--- src/design/c_source_token_lexer_unit_macros.svh ---
// Assertion macros for the C source token lexer.
// Define ASSERT_OFF to compile them out; no other dependencies.
`ifndef C_SOURCE_TOKEN_LEXER_UNIT_MACROS_SVH
`define C_SOURCE_TOKEN_LEXER_UNIT_MACROS_SVH

`ifndef ASSERT_OFF

// same-cycle implication
`define CSTL_ASSERT_IMP(name, clock, reset, ante, cons) \
  name: assert property (@(posedge clock) disable iff (reset) (ante) |-> (cons)) \
    else $error("lexer assertion failed");

// next-cycle implication
`define CSTL_ASSERT_NEXT(name, clock, reset, ante, cons) \
  name: assert property (@(posedge clock) disable iff (reset) (ante) |=> (cons)) \
    else $error("lexer assertion failed");

`else

`define CSTL_ASSERT_IMP(name, clock, reset, ante, cons)
`define CSTL_ASSERT_NEXT(name, clock, reset, ante, cons)

`endif

`endif

--- src/design/cstl_pkg.sv ---
// Shared types, codes and character classes for the C source token lexer.
// No dependencies; used by the step logic and the top level.
package cstl_pkg;

  localparam int POSITION_WIDTH_DEFAULT = 16;

  typedef enum logic [3:0] {
    MODE_IDLE,
    MODE_OPER,
    MODE_ZERO,
    MODE_OCT,
    MODE_HEX,
    MODE_DEC,
    MODE_IDENT,
    MODE_CHAR,
    MODE_STR
  } mode_t;

  typedef enum logic [2:0] {
    CLASS_SPACE,
    CLASS_OPERATOR,
    CLASS_NUMBER,
    CLASS_IDENT,
    CLASS_PUNCT,
    CLASS_CHAR,
    CLASS_STRING
  } tok_class_t;

  typedef enum logic [2:0] {
    ERR_NONE,
    ERR_UNKNOWN,
    ERR_DOT,
    ERR_EXPONENT,
    ERR_UNTERMINATED
  } lex_err_t;

  localparam logic [7:0] CH_QUOTE   = 8'h27;
  localparam logic [7:0] CH_DQUOTE  = 8'h22;
  localparam logic [7:0] CH_BSLASH  = 8'h5C;
  localparam logic [7:0] CH_NEWLINE = 8'h0A;

  // Lexer state apart from the line and column counters
  typedef struct packed {
    mode_t       mode;
    logic [7:0]  op_first;
    logic [7:0]  op_second;
    logic [1:0]  op_len;
    logic        dot_seen;
    logic        exp_seen;
    logic        prior_bs;
    lex_err_t    error;
  } lex_state_t;

  localparam lex_state_t LEX_STATE_RESET = '{
    mode: MODE_IDLE, op_first: 8'h00, op_second: 8'h00, op_len: 2'd0,
    dot_seen: 1'b0, exp_seen: 1'b0, prior_bs: 1'b0, error: ERR_NONE
  };

  // Per-byte label, positions travel separately
  typedef struct packed {
    tok_class_t  token_class;
    logic        token_begins;
    lex_err_t    error;
  } lex_result_t;

  function automatic logic is_space(input logic [7:0] c);
    return (c == " ") || (c >= 8'd9 && c <= 8'd13);
  endfunction

  function automatic logic is_digit(input logic [7:0] c);
    return c >= "0" && c <= "9";
  endfunction

  function automatic logic is_alpha(input logic [7:0] c);
    return (c >= "a" && c <= "z") || (c >= "A" && c <= "Z");
  endfunction

  function automatic logic is_label(input logic [7:0] c);
    return is_alpha(c) || is_digit(c) || c == "_";
  endfunction

  function automatic logic [7:0] to_upper(input logic [7:0] c);
    return (c >= "a" && c <= "z") ? c - 8'd32 : c;
  endfunction

  function automatic logic is_hex(input logic [7:0] c);
    logic [7:0] u;
    u = to_upper(c);
    return is_digit(c) || (u >= "A" && u <= "F");
  endfunction

  function automatic logic is_oct(input logic [7:0] c);
    return c >= "0" && c <= "7";
  endfunction

  function automatic logic is_suffix(input logic [7:0] c);
    logic [7:0] u;
    u = to_upper(c);
    return u == "F" || u == "L" || u == "U";
  endfunction

  function automatic logic is_punct(input logic [7:0] c);
    return c == "{" || c == "}" || c == "(" || c == ")" ||
           c == "[" || c == "]" || c == ";" || c == ",";
  endfunction

  // single-byte operators: / * - + : ? % ^ ! & | = ~ . > <
  function automatic logic is_op_char(input logic [7:0] c);
    return c == "/" || c == "*" || c == "-" || c == "+" || c == ":" || c == "?" ||
           c == "%" || c == "^" || c == "!" || c == "&" || c == "|" || c == "=" ||
           c == "~" || c == "." || c == ">" || c == "<";
  endfunction

  // two-byte operators, given the first byte a and the new byte c
  function automatic logic op_pair_ok(input logic [7:0] a, input logic [7:0] c);
    return (a == "+" && (c == "+" || c == "=")) ||
           (a == "-" && (c == "-" || c == ">" || c == "=")) ||
           (a == "<" && (c == "<" || c == "=")) ||
           (a == ">" && (c == ">" || c == "=")) ||
           (a == "&" && (c == "&" || c == "=")) ||
           (a == "|" && (c == "|" || c == "=")) ||
           ((a == "=" || a == "!" || a == "*" || a == "/" || a == "%" || a == "^")
            && c == "=");
  endfunction

  // three-byte operators: shift-assign only
  function automatic logic op_triple_ok(input logic [7:0] a, input logic [7:0] b,
                                        input logic [7:0] c);
    return a == b && (a == "<" || a == ">") && c == "=";
  endfunction

  function automatic logic op_extends(input logic [1:0] len, input logic [7:0] a,
                                      input logic [7:0] b, input logic [7:0] c);
    logic ok;
    case (len)
      2'd1:    ok = op_pair_ok(a, c);
      2'd2:    ok = op_triple_ok(a, b, c);
      default: ok = 1'b0;
    endcase
    return ok;
  endfunction

endpackage

--- src/design/cstl_if.sv ---
// Valid/ready channels of the C source token lexer: source bytes in, labels out.
// No dependencies.
interface cstl_in_if;
  logic       valid;
  logic       ready;
  logic [7:0] source_char;
  logic       final_char;

  modport source (output valid, source_char, final_char, input ready);
  modport sink   (input valid, source_char, final_char, output ready);
endinterface

interface cstl_out_if;
  logic        valid;
  logic        ready;
  logic [2:0]  token_class;
  logic        token_begins;
  logic [15:0] line_number;
  logic [15:0] column_number;
  logic [2:0]  lex_error;

  modport source (output valid, token_class, token_begins, line_number,
                  column_number, lex_error, input ready);
  modport sink   (input valid, token_class, token_begins, line_number,
                  column_number, lex_error, output ready);
endinterface

--- src/design/c_source_token_lexer_unit.sv ---
// Top level of the C source token lexer: input register, step logic, result register.
// Depends on cstl_pkg, cstl_if.sv, cstl_lex_step and the assertion macro header.
`include "c_source_token_lexer_unit_macros.svh"

// The lexer takes one source byte per transfer and returns one label per byte
// (token class, token-start mark, line, column, sticky error), in order. It
// sustains one byte per clock while the label output is not stalled: each
// byte's label and the lexer's next state come from one combinational step
// on a small mode register, so throughput is set by that one step. A byte
// passes through the input register, then the result register, before its
// label is offered, and a stalled result does not hold up the input side
// until both registers are full. After a byte marked final the lexer
// returns to its reset state. No memories and no start-up clearing pass.
module c_source_token_lexer_unit
  import cstl_pkg::*;
#(
  parameter int POSITION_WIDTH = POSITION_WIDTH_DEFAULT
) (
  input logic         clk,
  input logic         rst,
  cstl_in_if.sink     chars,
  cstl_out_if.source  tokens
);

  localparam logic [POSITION_WIDTH-1:0] POS_ONE = POSITION_WIDTH'(1);

  // input register
  logic        s1_valid;
  logic [7:0]  s1_char;
  logic        s1_fin;

  // lexer state
  lex_state_t                state;
  logic [POSITION_WIDTH-1:0] line;
  logic [POSITION_WIDTH-1:0] col;

  // step outputs
  lex_state_t                state_next;
  logic [POSITION_WIDTH-1:0] line_next;
  logic [POSITION_WIDTH-1:0] col_next;
  lex_result_t               step_result;
  logic [15:0]               step_line;
  logic [15:0]               step_col;

  // result register
  logic        out_valid;
  lex_result_t out_result;
  logic [15:0] out_line;
  logic [15:0] out_col;

  logic advance;

  assign advance     = !out_valid || tokens.ready;
  assign chars.ready = !s1_valid || advance;

  cstl_lex_step #(
    .POSITION_WIDTH (POSITION_WIDTH)
  ) u_step (
    .st        (state),
    .line      (line),
    .col       (col),
    .ch        (s1_char),
    .fin       (s1_fin),
    .st_next   (state_next),
    .line_next (line_next),
    .col_next  (col_next),
    .result    (step_result),
    .line_out  (step_line),
    .col_out   (step_col)
  );

  // Control and lexer state
  always_ff @(posedge clk) begin
    if (rst) begin
      s1_valid  <= 1'b0;
      out_valid <= 1'b0;
      state     <= LEX_STATE_RESET;
      line      <= POS_ONE;
      col       <= '0;
    end else begin
      if (chars.ready) s1_valid <= chars.valid;
      if (advance) begin
        out_valid <= s1_valid;
        if (s1_valid) begin
          state <= state_next;
          line  <= line_next;
          col   <= col_next;
        end
      end
    end
  end

  // Payload registers
  always_ff @(posedge clk) begin
    if (chars.valid && chars.ready) begin
      s1_char <= chars.source_char;
      s1_fin  <= chars.final_char;
    end
    if (advance && s1_valid) begin
      out_result <= step_result;
      out_line   <= step_line;
      out_col    <= step_col;
    end
  end

  assign tokens.valid         = out_valid;
  assign tokens.token_class   = out_result.token_class;
  assign tokens.token_begins  = out_result.token_begins;
  assign tokens.line_number   = out_line;
  assign tokens.column_number = out_col;
  assign tokens.lex_error     = out_result.error;

  // a stage that cannot move keeps its byte
  `CSTL_ASSERT_NEXT(a_s1_holds, clk, rst, s1_valid && !advance, s1_valid)
  // a token start is never labelled as space
  `CSTL_ASSERT_IMP(a_begin_class, clk, rst, out_valid && out_result.token_begins,
                   out_result.token_class != CLASS_SPACE)
  // positions count from one
  `CSTL_ASSERT_IMP(a_pos_nonzero, clk, rst, out_valid,
                   out_line != 16'd0 && out_col != 16'd0)
  // a latched error survives every byte but the last
  `CSTL_ASSERT_NEXT(a_error_sticky, clk, rst,
                    advance && s1_valid && !s1_fin && state.error != ERR_NONE,
                    state.error == $past(state.error))
  // the last byte of a source puts the lexer back to its reset state
  `CSTL_ASSERT_NEXT(a_final_resets, clk, rst, advance && s1_valid && s1_fin,
                    state == LEX_STATE_RESET && line == POS_ONE && col == '0)

endmodule

--- src/design/cstl_lex_step.sv ---
// One lexing step: labels a byte and works out the next lexer state.
// Purely combinational; depends on cstl_pkg.
module cstl_lex_step
  import cstl_pkg::*;
#(
  parameter int POSITION_WIDTH = POSITION_WIDTH_DEFAULT
) (
  input  lex_state_t                st,
  input  logic [POSITION_WIDTH-1:0] line,
  input  logic [POSITION_WIDTH-1:0] col,
  input  logic [7:0]                ch,
  input  logic                      fin,
  output lex_state_t                st_next,
  output logic [POSITION_WIDTH-1:0] line_next,
  output logic [POSITION_WIDTH-1:0] col_next,
  output lex_result_t               result,
  output logic [15:0]               line_out,
  output logic [15:0]               col_out
);

  localparam logic [POSITION_WIDTH-1:0] POS_MAX = {POSITION_WIDTH{1'b1}};
  localparam logic [POSITION_WIDTH-1:0] POS_ONE = POSITION_WIDTH'(1);

  logic        cont;
  logic        num_end;
  logic        suffix_hit;
  tok_class_t  cont_cls;
  lex_err_t    cont_err;
  tok_class_t  start_cls;
  logic        start_beg;
  mode_t       start_mode;
  lex_err_t    start_err;
  lex_err_t    err_code;
  lex_err_t    error_next;
  logic [POSITION_WIDTH-1:0] col_inc;
  logic [31:0] line_wide;
  logic [31:0] col_wide;

  // Does the byte continue the open token?
  always_comb begin
    cont     = 1'b0;
    num_end  = 1'b0;
    cont_cls = CLASS_SPACE;
    cont_err = ERR_NONE;
    case (st.mode)
      MODE_OPER: begin
        cont_cls = CLASS_OPERATOR;
        cont     = op_extends(st.op_len, st.op_first, st.op_second, ch);
      end
      MODE_ZERO: begin
        cont_cls = CLASS_NUMBER;
        cont     = (ch == "x") || is_oct(ch);
        num_end  = !cont;
      end
      MODE_OCT: begin
        cont_cls = CLASS_NUMBER;
        cont     = is_oct(ch);
        num_end  = !cont;
      end
      MODE_HEX: begin
        cont_cls = CLASS_NUMBER;
        cont     = is_hex(ch);
        num_end  = !cont;
      end
      MODE_DEC: begin
        cont_cls = CLASS_NUMBER;
        if (ch == ".") begin
          cont = 1'b1;
          if (st.dot_seen) cont_err = ERR_DOT;
        end else if (to_upper(ch) == "E") begin
          cont = 1'b1;
          if (st.exp_seen) cont_err = ERR_EXPONENT;
        end else if (is_digit(ch)) begin
          cont = 1'b1;
        end else begin
          num_end = 1'b1;
        end
      end
      MODE_IDENT: begin
        cont_cls = CLASS_IDENT;
        cont     = is_label(ch);
      end
      MODE_CHAR: begin
        cont_cls = CLASS_CHAR;
        cont     = 1'b1;
      end
      MODE_STR: begin
        cont_cls = CLASS_STRING;
        cont     = 1'b1;
      end
      default: begin
        cont = 1'b0;
      end
    endcase
    // one F/L/U byte closes a number
    suffix_hit = num_end && is_suffix(ch);
    if (suffix_hit) begin
      cont     = 1'b1;
      cont_cls = CLASS_NUMBER;
    end
  end

  // What token would this byte open?
  always_comb begin
    start_cls  = CLASS_SPACE;
    start_beg  = 1'b1;
    start_mode = MODE_IDLE;
    start_err  = ERR_NONE;
    if (is_space(ch)) begin
      start_beg = 1'b0;
    end else if (is_op_char(ch)) begin
      start_cls  = CLASS_OPERATOR;
      start_mode = MODE_OPER;
    end else if (ch == "0") begin
      start_cls  = CLASS_NUMBER;
      start_mode = MODE_ZERO;
    end else if (is_digit(ch)) begin
      start_cls  = CLASS_NUMBER;
      start_mode = MODE_DEC;
    end else if (is_alpha(ch) || ch == "_") begin
      start_cls  = CLASS_IDENT;
      start_mode = MODE_IDENT;
    end else if (is_punct(ch)) begin
      start_cls  = CLASS_PUNCT;
    end else if (ch == CH_QUOTE) begin
      start_cls  = CLASS_CHAR;
      start_mode = MODE_CHAR;
    end else if (ch == CH_DQUOTE) begin
      start_cls  = CLASS_STRING;
      start_mode = MODE_STR;
    end else begin
      start_beg = 1'b0;
      start_err = ERR_UNKNOWN;
    end
  end

  // Next lexer state; the first error sticks until the source ends
  always_comb begin
    st_next = st;
    if (cont) begin
      case (st.mode)
        MODE_OPER: begin
          if (st.op_len == 2'd1) st_next.op_second = ch;
          st_next.op_len = st.op_len + 2'd1;
        end
        MODE_ZERO: st_next.mode = (ch == "x") ? MODE_HEX : MODE_OCT;
        MODE_DEC: begin
          if (ch == ".") st_next.dot_seen = 1'b1;
          else if (to_upper(ch) == "E") st_next.exp_seen = 1'b1;
        end
        MODE_CHAR: begin
          if (ch == CH_QUOTE && !st.prior_bs) st_next.mode = MODE_IDLE;
          st_next.prior_bs = (ch == CH_BSLASH);
        end
        MODE_STR: begin
          if (ch == CH_DQUOTE && !st.prior_bs) st_next.mode = MODE_IDLE;
          st_next.prior_bs = (ch == CH_BSLASH);
        end
        default: st_next.mode = st.mode;
      endcase
      if (suffix_hit) st_next.mode = MODE_IDLE;
    end else begin
      st_next.mode = start_mode;
      case (start_mode)
        MODE_OPER: begin
          st_next.op_first = ch;
          st_next.op_len   = 2'd1;
        end
        MODE_DEC: begin
          st_next.dot_seen = 1'b0;
          st_next.exp_seen = 1'b0;
        end
        MODE_CHAR, MODE_STR: st_next.prior_bs = 1'b0;
        default: st_next.prior_bs = st.prior_bs;
      endcase
    end

    err_code = cont ? cont_err : start_err;
    if (fin && (st_next.mode == MODE_CHAR || st_next.mode == MODE_STR))
      err_code = ERR_UNTERMINATED;
    error_next    = (st.error == ERR_NONE) ? err_code : st.error;
    st_next.error = error_next;

    // end of source: start afresh
    if (fin) st_next = LEX_STATE_RESET;
  end

  // Label for this byte
  always_comb begin
    result.token_class  = cont ? cont_cls : start_cls;
    result.token_begins = !cont && start_beg;
    result.error        = error_next;
  end

  // Line and column, saturating; a newline belongs to the line it ends
  always_comb begin
    col_inc   = (col != POS_MAX) ? col + POS_ONE : col;
    line_wide = 32'(line);
    col_wide  = 32'(col_inc);
    line_out  = (|line_wide[31:16]) ? 16'hFFFF : line_wide[15:0];
    col_out   = (|col_wide[31:16]) ? 16'hFFFF : col_wide[15:0];
    line_next = line;
    col_next  = col_inc;
    if (ch == CH_NEWLINE) begin
      if (line != POS_MAX) line_next = line + POS_ONE;
      col_next = '0;
    end
    if (fin) begin
      line_next = POS_ONE;
      col_next  = '0;
    end
  end

endmodule
--- src/flat_wrapper.sv ---
// flat-port wrapper written by rule: the top's interface ports become plain ports
module c_source_token_lexer_unit_flat import cstl_pkg::*;
#(
  parameter int POSITION_WIDTH = POSITION_WIDTH_DEFAULT
)
  (clk, rst, chars_valid, chars_source_char, chars_final_char, chars_ready, tokens_valid, tokens_token_class, tokens_token_begins, tokens_line_number, tokens_column_number, tokens_lex_error, tokens_ready);
  cstl_in_if chars_i ();
  cstl_out_if tokens_i ();
  input logic clk;
  input logic rst;
  input wire logic [$bits(chars_i.valid)-1:0] chars_valid;
  input wire logic [$bits(chars_i.source_char)-1:0] chars_source_char;
  input wire logic [$bits(chars_i.final_char)-1:0] chars_final_char;
  output wire logic [$bits(chars_i.ready)-1:0] chars_ready;
  output wire logic [$bits(tokens_i.valid)-1:0] tokens_valid;
  output wire logic [$bits(tokens_i.token_class)-1:0] tokens_token_class;
  output wire logic [$bits(tokens_i.token_begins)-1:0] tokens_token_begins;
  output wire logic [$bits(tokens_i.line_number)-1:0] tokens_line_number;
  output wire logic [$bits(tokens_i.column_number)-1:0] tokens_column_number;
  output wire logic [$bits(tokens_i.lex_error)-1:0] tokens_lex_error;
  input wire logic [$bits(tokens_i.ready)-1:0] tokens_ready;
  assign chars_i.valid = chars_valid;
  assign chars_i.source_char = chars_source_char;
  assign chars_i.final_char = chars_final_char;
  assign chars_ready = chars_i.ready;
  assign tokens_valid = tokens_i.valid;
  assign tokens_token_class = tokens_i.token_class;
  assign tokens_token_begins = tokens_i.token_begins;
  assign tokens_line_number = tokens_i.line_number;
  assign tokens_column_number = tokens_i.column_number;
  assign tokens_lex_error = tokens_i.lex_error;
  assign tokens_i.ready = tokens_ready;
  c_source_token_lexer_unit #(.POSITION_WIDTH(POSITION_WIDTH)) u_core (.clk(clk), .rst(rst), .chars(chars_i), .tokens(tokens_i));
endmodule
--- config.mk ---
export PLATFORM = sky130hd
export DESIGN_NAME = c_source_token_lexer_unit_flat
export DESIGN_NICKNAME = d
export VERILOG_FILES = /design/src/design/cstl_pkg.sv /design/src/design/cstl_if.sv /design/src/design/c_source_token_lexer_unit.sv /design/src/design/cstl_lex_step.sv /design/src/flat_wrapper.sv
export VERILOG_INCLUDE_DIRS = /design/src /design/src/design
export SDC_FILE = /design/constraint.sdc
export NUM_CORES = 1
export LEC_CHECK = 0
export BUFFER_PORTS_ARGS = -buffer_cell sky130_fd_sc_hd__buf_2
export CORE_MARGIN = 3
export CORE_UTILIZATION = 54
export CTS_CLUSTER_SIZE = 25
export DETAILED_ROUTE_END_ITERATION = 6
export PLACE_DENSITY = 0.76
export SETUP_SLACK_MARGIN = 0.2
export SLEW_MARGIN = 20
export SYNTH_ARGS = -nofsm -noshare
export SYNTH_HDL_FRONTEND = slang
export SYNTH_SLANG_ARGS = --single-unit
--- constraint.sdc ---
create_clock -name clk -period 3.1 [get_ports clk]
set_input_delay 0.31 -clock clk [delete_from_list [all_inputs] [get_ports clk]]
set_output_delay 0.31 -clock clk [all_outputs]
set_load 0.02 [all_outputs]
==> results by group <==
Setup path
  • Crit end category: flip-flop
  • R2R setup slack: 0.13 ns
  • CP arrival: 3.22 ns
  • WS Path Type: reg -> reg
  • Worst Setup EP: u_core.state[22]
  • Required @ worst endpoint: 3.35 ns
  • Worst reg2reg path depth: 10
  • Critical Path Source Type: flip-flop
  • R2r endpoint: u_core.state[22]
  • Crit path launch: u_core.s1_char[6]
  • Worst-path fanout max: 13
  • Reg2reg start: u_core.s1_char[6]

STA
  • Final min period: 2.97 ns
  • Final setup viols: 0
  • Hold WS: 0.124 ns
  • Period Utilization, post-route: 0.959
  • Final hold vios: 0
  • Pins Over Slew Limit: 0
  • TNS Setup: 0 ns
  • Clock skew: 0.0132 ns
  • Worst Tran Pin Value: 0.727 ns
  • RSZ-0062 raised after global routing: true
  • Max-Slew Margin vs Limit: 0.509
  • Fmax: 337 MHz

Detailed routing
  • Vias per cell: 6.38
  • Post-route ant nets: 0
  • DRT iter0 DRCs: 604
  • WL/cell: 18.4 um
  • Final WL: 16.4 mm
  • Drc violations: 0
  • Initial DRT Pass Iterations: 5
  • Vias: 5,679

Global route
  • Pin count of the biggest net entering global routing: 40
  • Gr usage total: 0.252
  • First-pass GRT wire length: 26.1 mm
  • Initial antenna violation count: 0
  • Vias in the first global route: 5,344
  • Congestion Overflow GR: 0

Placement
  • RePlAce Congestion: 1.03
  • Hpwl dp: 11.1 mm
  • Placed cell count: 850
  • Port bufs: 53

Die
  • I/O pin cnt: 54
  • Die Width: 113 um
  • Starting density of the core: 0.559
  • Chip height: 113 um
  • Die area: 0.0127 mm2
  • Cell Rows: 38
  • Core Footprint: 0.0110 mm2

Pwr
  • Maximum vdd drop: 0.401 mV
  • PD cells: 421 mW/mm2
  • Leakage: 2.72 nW

Layout
  • Final #Nets: 766
  • Post-Layout Cell Count: 890
  • Antenna diodes: 0
  • Share of layout cells above drive strength 1: 0.237
  • Area Overhead vs Synth: 19.8%

Run status
  • Status: completed

Clocking
  • Num CTS Buffers: 9
  • CTS clk-pin slew, worst paths: 0.08 ns
  • CTS max path bufs: 2
  • Sinks on Clock Net: 110
  • Hold buffers post-CTS: 0
  • CTS tree: yes
  • Clock latency at the later pin of the worst-skew pair: 0.36 ns
  • Root buffer cell: clkbuf_16
  • CTS H-Tree Depth: 3

Flow run
  • Max-cap violations: 0

Synth
  • Register bit total from synthesis: 110
  • Synth cell types: 78
  • Synthesized area: 0.00614 mm2
  • Top post-synthesis cells by area: edfxtp_1 (23%), dfxtp_1 (20%), nor2_1 (4.5%), nand2_1 (3.9%), a21oi_1 (2.8%)
  • Post-synth EDFFs: 48
  • Synthesized net count: 685
  • Syn avg cell area: 9.25 um2
  • Synth Instances: 664
  • Synth warn: 0
  • Seq/Total Area, Yosys: 0.437
  • Synth area leader: edfxtp_1
  • Share of the synthesized area in the top cell type: 0.235
  • Commonest cells in the netlist: nor2_1 (74), nand2_1 (63), dfxtp_1 (62), edfxtp_1 (48), a21oi_1 (34)
  • Synth Flop Type: dfxtp_1
  • Async set or reset register ratio after synthesis: 0
  • Top-count cell post-synth: nor2_1

Worst hold path
  • Hold_sp: chars_source_char[0]
  • Hold Crit Class: in -> reg
[how the worst min path moves through the flow]
stage | cells past startpoint | end
after floorplan | 0 | u_core.s1_char[0]
after global placement | 0 | u_core.tokens.line_number[12]
after detailed placement | 2 | u_core.state[4]
after CTS | 1 | u_core.s1_char[0]
after global routing | 1 | u_core.s1_char[3]
final | 1 | u_core.s1_char[0]
[report_power, final]
part | total, mW | leakage, nW | switching [mW] | internal, mW
registers | 1.57 | 0.936 | 0.0246 | 1.55
logic | 0.361 | 1.64 | 0.233 | 0.128
clock network | 1.16 | 0.147 | 0.527 | 0.634
total | 3.09 | 2.72 | 0.784 | 2.31
[metal layers]
metal,part of all wire,vias to the layer above,wire length (um),GRT usage
met5,0,-,0,0
met4,0.029,0,478,0.0978
met3,0.072,43,1180,0.0593
met2,0.47,268,7690,0.402
met1,0.43,2726,7070,0.334
li1,-,2642,-,-
[layout make-up]
cell class,instances,area (um2)
clock inverters,6,67.6
multi-input cells,497,3390
flip-flops and latches,110,2680
clock buffers,10,229
fillers,853,3620
inverters,14,57.6
well taps,140,175
repair buffers,113,759
[layout by cell type, fill, tap and decap left out, drive strengths merged, types with 4 or more instances in the layout]
cell and instances:
nand3 24, dfxtp 62, nor2 74, or3 5, clkinv 4, buf 113, nand2b 15, nor4b 6
and4 7, xnor2 14, nand3b 8, o21ai 20, o22ai 5, a31oi 7, and4b 4, nand4b 7
o2111ai 7, nor2b 14, xor2 18, o41ai 5, a22oi 13, o31a 8, a21oi 34, nand2 63
a32oi 5, nor3 15, a211oi 4, inv 15, a21o 8, nor3b 6, nor4 14, nand4 13
and2 5, and3 9, edfxtp 48, clkbuf 10, a22o 7, ha 8
[registers in the layout, indices dropped and copies added (netlist names)]
name / cells
u_core.tokens.line_number: 16
u_core.tokens.token_class: 3
u_core.s1_fin: 1
u_core.line: 16
u_core.tokens.valid: 1
u_core.tokens.column_number: 16
u_core.tokens.token_begins: 1
u_core.s1_char: 8
u_core.state: 28
u_core.tokens.lex_error: 3
u_core.s1_valid: 1
u_core.col: 16
[logic make-up after synthesis]
kind of cell,share of synthesized area
AOI/OAI and AO/OA,0.174
muxes,0.00856
DFF,0.437
buffers and inverters,0.0403
adders and majority gates,0.0163
xor gates and xnor gates,0.0456
and+or+nand+nor,0.279
[what timing repair did]
item / 4_1_cts / 5_1_grt
pin swaps: 2 / 12
buffers inserted: 13 / 10
setup endpoints to repair: 24 / 36
cloned: 1 / 0
gates resized for setup: 4 / 30
[per-stage QoR]
step / total power [mW] / worst slack (ns) / area (um2) / util
2_1_floorplan: 1.82 / 0.204 / 6190 / -
3_3_place_gp: 1.91 / 0.194 / 6710 / 0.611
3_5_place_dp: 1.92 / 0.0704 / 6710 / 0.611
4_1_cts: 3.08 / 0.189 / 7150 / 0.651
5_1_grt: 3.20 / 0.0822 / 7360 / 0.670
6_report: 3.09 / 0.128 / 7360 / 0.670
[worst max-delay path, stage by stage, from the launching register on]
cell and delay, ns:
edfxtp_1 0.43, inv_2 0.13, ha_4 0.21, or4b_1 0.52, o32a_1 0.23, o211a_1 0.24, o221a_2 0.27, nand4b_4 0.23
buf_6 0.20, o31a_1 0.32, o41ai_2 0.07
Note: power is estimated with default switching activity, not from simulation.
